[src/rvexe_pkg.sv]
// Shared types and constants of the RV32I execute block.
package rvexe_pkg;

  localparam int XLEN          = 32;
  localparam int CMD_W         = 6;
  localparam int RIDX_W        = 5;
  localparam int NUM_REGS_DEF  = 32;
  localparam int MEM_WORDS_DEF = 1024;
  localparam int PC_STEP       = 4;
  localparam int LUI_SHIFT     = 12;

  typedef enum logic [CMD_W-1:0] {
    CMD_ADD = 6'd0, CMD_SUB, CMD_SLL, CMD_SLT, CMD_SLTU,
    CMD_XOR, CMD_SRL, CMD_SRA, CMD_OR, CMD_AND,
    CMD_ADDI, CMD_SLTI, CMD_SLTIU, CMD_XORI, CMD_ORI,
    CMD_ANDI, CMD_SLLI, CMD_SRLI, CMD_SRAI, CMD_LUI,
    CMD_LB, CMD_LH, CMD_LW, CMD_LBU, CMD_LHU,
    CMD_SB, CMD_SH, CMD_SW,
    CMD_JAL, CMD_JALR, CMD_BEQ, CMD_BNE, CMD_BLT,
    CMD_BGE, CMD_BLTU, CMD_BGEU
  } cmd_t;

  // Execute-stage result handed from the ALU to the pipeline.
  typedef struct packed {
    logic [XLEN-1:0] next_pc;
    logic            wr;
    logic            is_load;
    logic            is_store;
    logic [XLEN-1:0] val;
    logic [XLEN-1:0] maddr;
  } exe_t;

endpackage

[src/rvexe_lsu.sv]
// Byte-lane load extraction and store merge on one memory word.
module rvexe_lsu (
  input  logic [rvexe_pkg::CMD_W-1:0] cmd,
  input  logic [1:0]                  lane,
  input  logic [rvexe_pkg::XLEN-1:0]  word,
  input  logic [rvexe_pkg::XLEN-1:0]  sdata,
  output logic [rvexe_pkg::XLEN-1:0]  ld_val,
  output logic [rvexe_pkg::XLEN-1:0]  st_word
);

  rvexe_pkg::cmd_t op;
  logic [7:0]      bsel;
  logic [15:0]     hsel;

  always_comb begin
    op      = rvexe_pkg::cmd_t'(cmd);
    bsel    = word[{lane, 3'b000} +: 8];
    hsel    = lane[1] ? word[31:16] : word[15:0];
    ld_val  = '0;
    st_word = word;
    case (op)
      rvexe_pkg::CMD_LB:  ld_val = {{24{bsel[7]}}, bsel};
      rvexe_pkg::CMD_LH:  ld_val = {{16{hsel[15]}}, hsel};
      rvexe_pkg::CMD_LW:  ld_val = word;
      rvexe_pkg::CMD_LBU: ld_val = {24'd0, bsel};
      rvexe_pkg::CMD_LHU: ld_val = {16'd0, hsel};
      rvexe_pkg::CMD_SB:  st_word[{lane, 3'b000} +: 8] = sdata[7:0];
      rvexe_pkg::CMD_SH: begin
        if (lane[1]) begin
          st_word[31:16] = sdata[15:0];
        end else begin
          st_word[15:0] = sdata[15:0];
        end
      end
      rvexe_pkg::CMD_SW:  st_word = sdata;
      default: ;
    endcase
  end

endmodule

[config.mk]
export PLATFORM = sky130hd
export DESIGN_NAME = rvexe_lsu
export DESIGN_NICKNAME = d
export VERILOG_FILES = /design/src/rvexe_pkg.sv /design/src/rvexe_lsu.sv
export SDC_FILE = /design/constraint.sdc
export NUM_CORES = 1
export LEC_CHECK = 0
export BUFFER_PORTS_ARGS = -buffer_cell sky130_fd_sc_hd__buf_2
export CORE_MARGIN = 2
export CORE_UTILIZATION = 35
export DETAILED_ROUTE_END_ITERATION = 12
export PLACE_DENSITY = 0.75
export SLEW_MARGIN = 20
export SYNTH_ARGS = -nofsm -noshare
export SYNTH_HDL_FRONTEND = slang
export SYNTH_SLANG_ARGS = --single-unit
[constraint.sdc]
create_clock -name vclk -period 3.01
set_clock_uncertainty 0.05 [all_clocks]
set_input_delay 0.4515 -clock vclk [all_inputs]
set_output_delay 0.4515 -clock vclk [all_outputs]
set_load 0.01 [all_outputs]
==> results.txt <==
# diodes: 0
pwr dens: 121 nW/um^2
hold_buf cts: 0
die area: 5060 sq um
GRT Util Overall: 0.251
Register Area: 0 sq um
GRT overflow: 0
DIE WIDTH: 71.1 um
Syn Area/Cell: 8.22 sq um
Max Fclk: 363 MHz
cell family with most CP delay: simple AND/OR/NAND/NOR gates
worst slack at placement: 267 ps
Total Neg Setup Slack: 0 ps
final setup violation count: 0
MaxCap Viol Count: 0
ANT nets after route: 0
GPL Wtd Cong: 0.918
Worst Path Max Fanout: 25
count of buffer and inverter cells on the critical path: 3
routed wire length: 6.81 mm
Routed WL per cell: 18.4 um
Static Leakage: 1.30 nW
post-layout min period: 2750 ps
syn_nets: 269
Distinct cells, synth: 44
Post-Syn Instances: 192
initial antenna violation count: 0
max-slew violations: 0
Total Nets Final: 398
DR vias/cell: 6.05
period utilization: 0.914
Slew headroom: 0.529
slowest stage delay, CP: 420 ps
largest net degree at the start of global routing: 30
Core ar.: 4350 sq um
Req. time, crit path: 2510 ps
via count: 2245
Post CTS Setup Buffer Count: 0
outcome: finished, final reports clean
first-pass GRT wire length: 10.4 mm
kind of critical path: input pin to primary output
min-delay src: word[21]
layout cells sized above 1: 0.530
CP startpoint: lane[1]
# rows: 24
final sequential cell count: 0
CP cell instances: buf_2 > buf_4 > ha_1 > nor4bb_1 > and4_1 > a221o_1 > buf_2
Final HPWL DP: 5.40 mm
count of final hold-check violations: 0
Chip Height: 71.1 um
Mapped Area: 1580 sq um
TritonRoute pass-1 iters: 4
CP arrival: 2250 ps
DRT iter0 DRCs: 144
final setup margin: 258 ps
startpoint types: input pin
Util after Layout: 0.524
post-CTS sizing: 0
fillers: 436
worst slew pin tran: 704 ps
critical path endpoint category: primary output
CP most frequent cell: buf_2
port bufs: 136
Ys Warns: 0
clkbuf count: 0
Seq/Total Area, Yosys: 0
Crit-path slowest cell: nor4bb_1
num ports: 136
P&R area growth vs syn: 44.7%
# DRC: 0
hold crit path type: input pin to primary output
unrepaired setup endpoints after global routing: no
Worst IR Drop VDD: 0.0398 mV
vias in the first global route: 2056
starting density of the core: 0.362
[power by group]
group	internal [W]	total, W	switching [W]
clock network	0	0	0
logic	0.000130	0.000277	0.000147
registers	0	0	0
[cell type report]
| class | instances | area [sq um] | area share |
|---|---|---|---|
| multi-input combinational | 174 | 1480 | 0.649 |
| timing repair buffer | 142 | 726 | 0.318 |
| inverter | 3 | 11.3 | 0.00493 |
| tap | 52 | 65.1 | 0.0285 |
[cells in the final DEF (no fill, tap or decap), drive strengths merged, types with 2 or more instances in the layout]
master	instances
a21boi	9
a21o	18
a21oi	9
a221o	31
a22o	14
a32oi	7
buf	142
ha	5
inv	3
mux2	13
mux2i	9
nand2	7
nand2b	3
nand3b	2
nand4bb	2
nor2	4
nor2b	9
nor3	7
nor3b	2
nor4bb	2
o21ai	9
o22ai	2
[worst paths after layout]
kind / to / slack (ps) / depth (start not counted)
worst max-delay path: st_word[31] / 260 / 7
worst min-delay path: ld_val[21] / 1160 / 3
[through the flow]
step                      total power (W)  instances  instance area [sq um]  hold slack [ps]
final                            0.000277        371                   2280             1160
after global routing             0.000298        371                   2280             1180
after CTS                        0.000273        371                   2280             1160
after detailed placement         0.000272        371                   2280             1160
after global placement           0.000269        371                   2280             1160
after floorplan                  0.000145        192                   1580              982
[worst min-delay path, cell delays in order]
cell and delay (ps):
buf_2 90, a21o_1 100, buf_2 120
[cells in the mapped netlist, drive strengths merged (2+ instances only)]
library cell	instances	area share
nand3b	2	0.0095
nand4bb	2	0.014
a221o	31	0.20
a21o	18	0.086
a22o	14	0.078
o21ai	9	0.031
mux2i	9	0.057
mux2	13	0.093
ha	5	0.040
o22ai	2	0.0079
buf	14	0.055
nand2	7	0.018
inv	3	0.0071
a32oi	7	0.039
nor4bb	2	0.022
a21boi	9	0.045
nor2	4	0.0095
a21oi	9	0.036
nor2b	9	0.036
nor3b	2	0.013
nand2b	3	0.012
nor3	7	0.039
[per-layer routing]
layer | track usage | part of all wire | routed length (um) | vias up
met5 | 0 | 0 | 0 | -
met4 | 0.0335 | 0.0050 | 34 | 0
met3 | 0.0171 | 0.080 | 542 | 4
met2 | 0.422 | 0.48 | 3250 | 105
met1 | 0.360 | 0.44 | 2990 | 1064
li1 | - | - | - | 1072
[cells by family (layout without fill, tap and decap cells)]
group,Yosys count,after routing,share of synthesized area
mux,22,22,0.150
simple gates,44,44,0.200
compound gates,102,102,0.541
buf+inv,18,145,0.0642
xor+xnor,1,1,0.00555
fa+ha+maj,5,5,0.0397
Note: power is estimated with default switching activity, not from simulation.
