`src/rvexe_pkg.sv`:
```
// Shared types and constants of the RV32I execute block.
package rvexe_pkg;

  localparam int XLEN          = 32;
  localparam int CMD_W         = 6;
  localparam int RIDX_W        = 5;
  localparam int NUM_REGS_DEF  = 32;
  localparam int MEM_WORDS_DEF = 1024;
  localparam int PC_STEP       = 4;
  localparam int LUI_SHIFT     = 12;

  typedef enum logic [CMD_W-1:0] {
    CMD_ADD = 6'd0, CMD_SUB, CMD_SLL, CMD_SLT, CMD_SLTU,
    CMD_XOR, CMD_SRL, CMD_SRA, CMD_OR, CMD_AND,
    CMD_ADDI, CMD_SLTI, CMD_SLTIU, CMD_XORI, CMD_ORI,
    CMD_ANDI, CMD_SLLI, CMD_SRLI, CMD_SRAI, CMD_LUI,
    CMD_LB, CMD_LH, CMD_LW, CMD_LBU, CMD_LHU,
    CMD_SB, CMD_SH, CMD_SW,
    CMD_JAL, CMD_JALR, CMD_BEQ, CMD_BNE, CMD_BLT,
    CMD_BGE, CMD_BLTU, CMD_BGEU
  } cmd_t;

  // Execute-stage result handed from the ALU to the pipeline.
  typedef struct packed {
    logic [XLEN-1:0] next_pc;
    logic            wr;
    logic            is_load;
    logic            is_store;
    logic [XLEN-1:0] val;
    logic [XLEN-1:0] maddr;
  } exe_t;

endpackage

```
`src/rvexe_wmod.sv`:
```
// Word index = (byte address >> 2) mod MEM_WORDS, two stages via exact reciprocal.
module rvexe_wmod #(
  parameter  int MEM_WORDS = rvexe_pkg::MEM_WORDS_DEF,
  localparam int AW        = $clog2(MEM_WORDS)
) (
  input  logic                         clk,
  input  logic                         en,
  input  logic [rvexe_pkg::XLEN-3:0]   x,
  output logic [AW-1:0]                widx
);

  localparam int XW    = rvexe_pkg::XLEN - 2;
  localparam int PW    = XW + 32;
  localparam int SHIFT = XW + AW;
  localparam logic [63:0] RECIP =
    ((64'd1 << SHIFT) + 64'(MEM_WORDS) - 64'd1) / 64'(MEM_WORDS);

  logic [PW-1:0] prod;
  logic [XW-1:0] q_r, x_r;

  // quotient estimate is exact for every XW-bit x with this rounding
  assign prod = PW'(x) * PW'(RECIP[31:0]);

  always_ff @(posedge clk) begin
    if (en) begin
      q_r <= XW'(prod >> SHIFT);
      x_r <= x;
    end
  end

  assign widx = AW'(XW'(x_r - XW'(q_r * XW'(MEM_WORDS))));

endmodule

```
`config.mk`:
```
export PLATFORM = sky130hd
export DESIGN_NAME = rvexe_wmod
export DESIGN_NICKNAME = d
export VERILOG_FILES = /design/src/rvexe_pkg.sv /design/src/rvexe_wmod.sv
export SDC_FILE = /design/constraint.sdc
export NUM_CORES = 1
export LEC_CHECK = 0
export BUFFER_PORTS_ARGS = -buffer_cell sky130_fd_sc_hd__buf_2
export CAP_MARGIN = 10
export CORE_AREA = 10 10 47 49
export DETAILED_ROUTE_END_ITERATION = 16
export DIE_AREA = 0 0 57 59
export PLACE_DENSITY = 0.75
export SYNTH_ARGS = -nofsm -noshare
export SYNTH_HDL_FRONTEND = slang
export SYNTH_SLANG_ARGS = --single-unit
```
`constraint.sdc`:
```
create_clock -name clk -period 0.8 [get_ports clk]
set_input_delay 0.2 -clock clk [delete_from_list [all_inputs] [get_ports clk]]
set_output_delay 0.2 -clock clk [all_outputs]
set_load 0.02 [all_outputs]
```
==> results by group <==
Placement
  • IO buf count: 21
  • GP Congestion: 0.683
  • Pre-CTS setup slack: 0.0610 ns
  • Placed insts: 47

Layout
  • ANT cells: 0
  • Fin cells: 51
  • P&R area growth vs syn: 71.2%
  • Layout cell share with drive strength beyond 1: 0.686
  • Reg with most FFs: x_r
  • Multi-Input Combinational: 0
  • Max reg flops: 10
  • Footprint of the multi-input gates: 0 um^2
  • Biggest regs: x_r (10)
  • Fill cells: between 100 and 150
  • Nets: 68
  • Register Area: 300 um^2

Critical path
  • Top delay family on crit path: flip-flops
  • Slowest stage delay, CP: 0.40 ns
  • Number of buffers and inverters on the critical path: 1
  • Critical path's slowest cell: edfxtp_1
  • Startpoint Class: flop
  • WS Path Type: reg2out
  • Data required, critical path: 0.60 ns
  • Worst Path Max Fanout: 1
  • CP Cell Sequence: buf_6
  • Crit path DAT: 0.81 ns
  • CP Capture Type: primary output

STA
  • Minimum clock period: 1.01 ns
  • Final hold viol count: 0
  • Final Slew Violations: 0
  • Final worst setup slack: -0.212 ns
  • RSZ-0062 raised after global routing: true
  • FMAX: 988 MHz
  • Slew HR: 0.857
  • # setup viols final: 10
  • Fin crit share: 1.27
  • Slew @ Worst Pin: 0.215 ns

GRT
  • Initial antenna violation count: 0
  • Aggregate global routing overflow: 0
  • Pin count of the biggest net entering global routing: 11
  • GR Util All Layers: 0.0472
  • First-pass GRT wire length: 1.12 mm
  • Vias in the first global route: around 240

Worst hold path
  • Hold path start: x[4]
  • Endpoint, Worst Hold: x_r[4]$_DFFE_PP_
  • Hold depth: 1
  • Worst min-delay path category: in2reg

Run status
  • Violated checks: negative setup slack
  • Outcome: finished with violations

Die
  • Die width: around 57 um
  • Core Region: 1400 um^2
  • Total die area: 3360 um^2
  • Die H: 59 um
  • Ports: between 40 and 50
  • Initial cell density of the core: 0.214
  • Num rows: 14

Synthesis
  • Post-Synthesis Cells: 10
  • Dominant cell type by area after synthesis: edfxtp_1
  • Post-synthesis net count: 42
  • Most instantiated cells after synthesis: edfxtp_1 (10)
  • Main area contributors after synthesis: edfxtp_1 (100%)
  • Sequential area share after synthesis: 1.00
  • Synth Warn #: 0
  • Mapped cell area: 300 um^2
  • Post-Syn Area per Cell: ~30 um^2
  • Number of synthesized flops with an enable pin: 10
  • Count leader, synth: edfxtp_1
  • Async set-or-reset flop fraction in the synthesized netlist: 0
  • Share of the synthesized area in the top cell type: 1.00
  • #FFs+latches synth: 10
  • Most common flop cell mapped by yosys: edfxtp_1
  • Cell variety after synth: 1

CTS
  • H-tree Lvls: 1
  • CTS tree: yes
  • Clock Sink Count: 10
  • Root Driver: clkbuf_4
  • Hold Buf Count CTS: 0
  • Total CTS buffers: 3
  • Clk buf depth: 2
  • Clock-pin slew on the worst setup and hold paths: ~0.060 ns

Power and ir drop
  • P_leak: ~0.22 nW
  • Tot Pwr: 1.15 mW
  • Peak supply drop: 0.000845 V
  • Power per standard cell area: 2240 nW/um^2

Detailed routing
  • Met3 wire length: roughly 150 um
  • Drt total wl: ~740 um
  • Number of detailed-route iterations in the first pass: 4
  • Via Count: 191
  • Post-route met1 wirelength: 400 um
  • Vias per cell: between 3 and 4
  • Final ANT Viol Nets: 0
  • DR WL met2: 196 um
  • Routed WL per cell: between 10 and 15 um
  • Initial DRC count: 4
  • DR DRC count: 0
  • Top sig layer: met3

Run
  • MaxCap Viol Count: 0
==> cells by family (layout without fill, tap and decap cells) <==
kind of cell | Yosys count | after routing | share of synthesized area
buffers and inverters | 0 | 25 | 0
flip-flops | 10 | 10 | 1.00
==> cell type report <==
| class | count | area share |
|---|---|---|
| sequential | 10 | 0.584 |
| timing repair buffer | 21 | 0.326 |
| clock buffer | 3 | 0.0438 |
| tap | 16 | 0.0389 |
| clock inverter | 1 | 0.00730 |
==> per-stage QoR <==
stage | TNS [ns] | util | area (um^2) | hold WS [ns]
CTS | -2.10 | 0.349 | 489 | 0.0996
floorplan | 0 | - | 300 | 0.299
global route | -2.28 | 0.367 | 514 | 0.0995
detailed placement | 0 | 0.304 | 425 | 0.379
finish | -1.89 | 0.367 | 514 | 0.114
global placement | 0 | 0.304 | 425 | 0.378
==> report_power, final <==
part           switching (mW)  internal (mW)
logic                  0.0817         0.0898
registers              0.0199          0.624
clock network           0.158          0.180
==> repair_timing <==
action | 4_1_cts | 5_1_grt
endpoints found under the setup margin | 10 | 10
buffers inserted | 0 | 0
endpoints found under the hold margin | 0 | 0
pin swaps | 0 | 0
resized for setup | 12 | 8
==> how the worst max path moves through the flow <==
stage | startpoint | to | cells after the start
after floorplan | x_r[0]$_DFFE_PP_ | widx[0] | 0
after global placement | x_r[3]$_DFFE_PP_ | widx[3] | 1
after detailed placement | en | x_r[5]$_DFFE_PP_ | 1
after CTS | x_r[8]$_DFFE_PP_ | widx[8] | 1
after global routing | x_r[8]$_DFFE_PP_ | widx[8] | 1
final | x_r[8]$_DFFE_PP_ | widx[8] | 1
==> cells in the final DEF, fill, tap and decap left out <==
| master | count |
|---|---|
| clkbuf_4 | 3 |
| clkinv_1 | 1 |
| buf_6 | 10 |
| buf_2 | 11 |
| edfxtp_1 | 10 |
==> per-layer routing <==
layer / track usage / vias up
li1: - / 89
met1: 0.0613 / 80
met2: 0.0326 / 22
met3: 0.0472 / 0
met4: 0.0503 / 0
met5: 0 / -
No activity file was read; power rests on OpenSTA's default activity.
