<file path="config.mk">
export PLATFORM = sky130hd
export DESIGN_NAME = rvexe_regfile
export DESIGN_NICKNAME = d
export VERILOG_FILES = /design/src/rvexe_pkg.sv /design/src/rvexe_regfile.sv
export SDC_FILE = /design/constraint.sdc
export NUM_CORES = 1
export LEC_CHECK = 0
export BUFFER_PORTS_ARGS = -buffer_cell sky130_fd_sc_hd__buf_2
export CAP_MARGIN = 20
export CELL_PAD_IN_SITES_DETAIL_PLACEMENT = 1
export CELL_PAD_IN_SITES_GLOBAL_PLACEMENT = 1
export CORE_MARGIN = 2
export CORE_UTILIZATION = 33
export DETAILED_ROUTE_END_ITERATION = 10
export PLACE_DENSITY = 0.62
export RECOVER_POWER = 100
export SLEW_MARGIN = 5
export SYNTH_ARGS = -nofsm -noshare
export SYNTH_HDL_FRONTEND = slang
export SYNTH_SLANG_ARGS = --single-unit
export TNS_END_PERCENT = 100
</file>
<file path="constraint.sdc">
create_clock -name clk -period 3.7 [get_ports clk]
set_clock_uncertainty 0.15 [all_clocks]
set_input_delay 0.37 -clock clk [delete_from_list [all_inputs] [get_ports clk]]
set_output_delay 0.37 -clock clk [all_outputs]
set_load 0.1 [all_outputs]
</file>
<file path="src/rvexe_pkg.sv">
// Shared types and constants of the RV32I execute block.
package rvexe_pkg;

  localparam int XLEN          = 32;
  localparam int CMD_W         = 6;
  localparam int RIDX_W        = 5;
  localparam int NUM_REGS_DEF  = 32;
  localparam int MEM_WORDS_DEF = 1024;
  localparam int PC_STEP       = 4;
  localparam int LUI_SHIFT     = 12;

  typedef enum logic [CMD_W-1:0] {
    CMD_ADD = 6'd0, CMD_SUB, CMD_SLL, CMD_SLT, CMD_SLTU,
    CMD_XOR, CMD_SRL, CMD_SRA, CMD_OR, CMD_AND,
    CMD_ADDI, CMD_SLTI, CMD_SLTIU, CMD_XORI, CMD_ORI,
    CMD_ANDI, CMD_SLLI, CMD_SRLI, CMD_SRAI, CMD_LUI,
    CMD_LB, CMD_LH, CMD_LW, CMD_LBU, CMD_LHU,
    CMD_SB, CMD_SH, CMD_SW,
    CMD_JAL, CMD_JALR, CMD_BEQ, CMD_BNE, CMD_BLT,
    CMD_BGE, CMD_BLTU, CMD_BGEU
  } cmd_t;

  // Execute-stage result handed from the ALU to the pipeline.
  typedef struct packed {
    logic [XLEN-1:0] next_pc;
    logic            wr;
    logic            is_load;
    logic            is_store;
    logic [XLEN-1:0] val;
    logic [XLEN-1:0] maddr;
  } exe_t;

endpackage

</file>
<file path="src/rvexe_regfile.sv">
// Register file: synchronous RAM, two read ports, one write port, per-entry valid bits.
module rvexe_regfile #(
  parameter  int NUM_REGS = rvexe_pkg::NUM_REGS_DEF,
  localparam int AW       = $clog2(NUM_REGS)
) (
  input  logic                       clk,
  input  logic                       rst_n,
  input  logic [AW-1:0]              ra_addr,
  input  logic [AW-1:0]              rb_addr,
  output logic [rvexe_pkg::XLEN-1:0] ra_data,
  output logic [rvexe_pkg::XLEN-1:0] rb_data,
  input  logic                       we,
  input  logic [AW-1:0]              wa,
  input  logic [rvexe_pkg::XLEN-1:0] wd
);

  logic [rvexe_pkg::XLEN-1:0] mem [NUM_REGS];
  logic [NUM_REGS-1:0]        vld_r;
  logic [rvexe_pkg::XLEN-1:0] ra_q_r, rb_q_r;
  logic                       ra_v_r, rb_v_r;

  always_ff @(posedge clk) begin
    if (we) begin
      mem[wa] <= wd;
    end
    ra_q_r <= mem[ra_addr];
    rb_q_r <= mem[rb_addr];
    ra_v_r <= vld_r[ra_addr];
    rb_v_r <= vld_r[rb_addr];
  end

  // never-written entries read as zero
  always_ff @(posedge clk) begin
    if (!rst_n) begin
      vld_r <= '0;
    end else if (we) begin
      vld_r[wa] <= 1'b1;
    end
  end

  assign ra_data = ra_v_r ? ra_q_r : '0;
  assign rb_data = rb_v_r ? rb_q_r : '0;

endmodule

</file>
==> summary.txt <==
Outcome
  – Run status: finished with violations
  – Failing checks: max-capacitance violations, max-slew violations

Setup path
  – Kind of critical path: in2reg
  – Required time of the critical path: 3.90 ns
  – Kind of end point of the critical path: flip-flop
  – CP startpoint kind: input port
  – Data arrival time at the worst-slack endpoint: 3.64 ns
  – Top fanout value on the critical path: 16

Die
  – Die area: 160000 um^2
  – Width of the die: 400 um
  – Area of the placeable core: 156000 um^2
  – Die H: 400 um
  – Effective utilization at floorplan: 33.2%
  – Top-level I/O count: 114
  – Site row count: 145

Min path
  – Hold WC Path Type: in2reg

Drt
  – Routed WL per cell: 29.5 um
  – Post-route DRC: 0
  – Number of search-and-repair iterations in the first detailed-routing pass: 5
  – Total number of vias: 33200
  – Routed Antenna Nets: 0
  – Wirelength, routed: 175000 um
  – Starting DRT DRC Count: 2548
  – Drt via density: 5.61

Clocking
  – Total number of clock tree sinks: 1122
  – Number of buffers inserted by post-CTS setup repair: 0
  – Clock buffer count from CTS: 121
  – Number of H-tree levels: 3
  – Clock transition at path regs: 0.06 ns
  – TritonCTS clock tree: yes
  – Max clock buf depth: 3
  – Root Buffer: clkbuf_16
  – Later-pin clock latency in the skew report: 0.77 ns

Power and ir drop
  – Internal power: 22000 uW
  – Relative contribution of sequential cells to total power: 48.1%
  – Switching power share of the total: 25.4%
  – Cell area power density: 498 nW/um^2
  – Combinational share of power: 10.0%
  – Psw: 7510 uW
  – Power share of the clock group: 41.9%
  – Worst supply voltage drop on vdd: 385 uV
  – Static leakage: 0.0216 uW
  – Overall Power: 29500 uW

STA
  – Setup repair after global routing missed its margin: no
  – Highest achievable clock rate: 291 MHz
  – Slew of the pin with the lowest slew margin: 3.19 ns
  – Min Tclk post-route: 3.44 ns
  – Final period util: 93.0%
  – Setup Total Neg Slack: 0 ns
  – Pins over their slew limit: 781
  – Worst hold margin: 0.0500 ns
  – Hold violation total from the final report: 0
  – Final count of negative-setup-slack endpoints: 0
  – Relative max-transition margin: -113%

Synthesis
  – Gate count after technology mapping: 3601
  – Post-synth cell types: 27
  – Netlist Area Pre-Place: 51700 um^2
  – Post-Syn Area per Cell: 14.4 um^2
  – Synthesized Nets: 3651
  – Synth Register Bits: 1122
  – Synth warnings: 0
  – Share of synthesized area occupied by flip-flops and latches: 63.2%

Global routing
  – Vias in the first global route: 35000
  – Tot GR Track Use: 21.6%
  – Remaining global-route overflow: 0
  – Pin count of the biggest net entering global routing: 88
  – Wire length of the first global-routing pass: 250000 um
  – Initial antenna violation count: 6

Finish
  – Area growth from synthesis to final layout: 14.7%
  – Final net count: 3804
  – Count of placed standard cells in the final layout, fillers left out: 5925
  – Layout cell share with drive strength beyond 1: 10.1%

Placed design
  – HPWL Detailed: 102000 um
  – Cell count after placement: 5656
  – Weighted congestion at the end of routability-driven global placement: 0.770
  – Buffers on Ports: 113

Job
  – Reported max-cap violation count: 39
## sequential cells by signal, summed over array words and instances, names as in the netlist
signal	flops
rb_q_r	32
ra_v_r	1
mem	1024
rb_v_r	1
vld_r	32
ra_q_r	32
## power by group through the flow
stage	Sequential [uW]	Clock, uW	Combinational (uW)
floorplan	14400	0	1910
finish	14200	12400	2940
detailed placement	14500	0	2950
global route	14200	13100	3110
global placement	14500	0	2930
CTS	14200	12600	2990
## cell usage after synthesis (all sizes together)
library cell | count | area share, %
a21oi | 132 | 1.3
a22o | 66 | 1.1
a22oi | 330 | 4.8
a31oi | 33 | 0.40
and2 | 67 | 0.81
buf | 181 | 2.3
clkbuf | 95 | 0.70
dfxtp | 98 | 3.8
edfxtp | 1024 | 59
mux2i | 1056 | 20
nand2 | 134 | 0.97
nand2b | 3 | 0.036
nand3 | 233 | 2.3
nand3b | 5 | 0.073
nand4 | 33 | 0.40
nor2 | 36 | 0.26
nor2b | 5 | 0.060
nor3 | 33 | 0.32
o21a | 32 | 0.46
or2 | 1 | 0.012
or3 | 1 | 0.012
or3b | 3 | 0.051
## through the flow
stage | cell area, um^2 | setup WS, ns | utilization, %
CTS | 59900 | 0.321 | 38.4
floorplan | 51700 | 0.713 | -
global route | 59300 | 0.201 | 38.0
finish | 59300 | 0.261 | 38.0
detailed placement | 55500 | 0.853 | 35.6
global placement | 55500 | 0.934 | 35.6
## kinds of logic after synthesis
group	synth area share (%)
multiplexers	20.4
AO/OA/AOI/OAI	8.05
AND/OR/NAND/NOR	5.26
flip-flops	63.2
buffers and inverters	3.02
## critical path, cell delays in order
cell	delay, ns
clkbuf_1	0.17
or3b_2	0.57
nor2_1	1.21
clkbuf_1	1.29
## worst paths after layout
| kind | depth (start not counted) | to | start | slack, ns |
|---|---|---|---|---|
| max | 4 | mem[11][13] | wa[2] | 0.26 |
| min | 4 | rb_q_r[6] | rb_addr[3] | 0.05 |
| max reg2reg | 5 | ra_q_r[22] | mem[0][22] | 2.00 |
| min reg2reg | 1 | vld_r[6] | vld_r[6] | 0.34 |
## layer usage
metal / up-vias / wire length (um) / global-route usage (%)
met3: 266 / 8430 / 2.78
li1: 14500 / - / -
met2: 904 / 85000 / 36.2
met1: 17500 / 76200 / 29.0
met5: - / 0 / 0
met4: 0 / 5000 / 6.51
## cell type report
cell class,count,area (um^2)
repair buffers,306,2350
multi-input cells,2203,17700
clock buffers,153,3220
flip-flops and latches,1122,32700
clock inverters,79,805
well taps,2058,2570
fillers,16000,96700
diodes,4,10.0
## layout by cell type, fill, tap and decap left out, drive strengths merged, types with 5 or more instances in the layout
cell and count:
nor2b 5, and2 67, inv 6, dlygate4sd3 33, mux2i 1056, clkbuf 310
edfxtp 1024, nand2 134, nand3b 5, nor3 33, bufinv 13, a22o 66
buf 116, a21oi 132, o21a 32, clkinv 56, nand4 33, dfxtp 98
a22oi 330, a31oi 33, nor2 36, nand3 233
## timing repair
| action | CTS | global route |
|---|---|---|
| hold endpoints to repair | 969 | 0 |
| endpoints found under the setup margin | 0 | 0 |
| resized for setup | 0 | 0 |
| hold buffers | 33 | 0 |
Power figures use the tool's default switching activity.
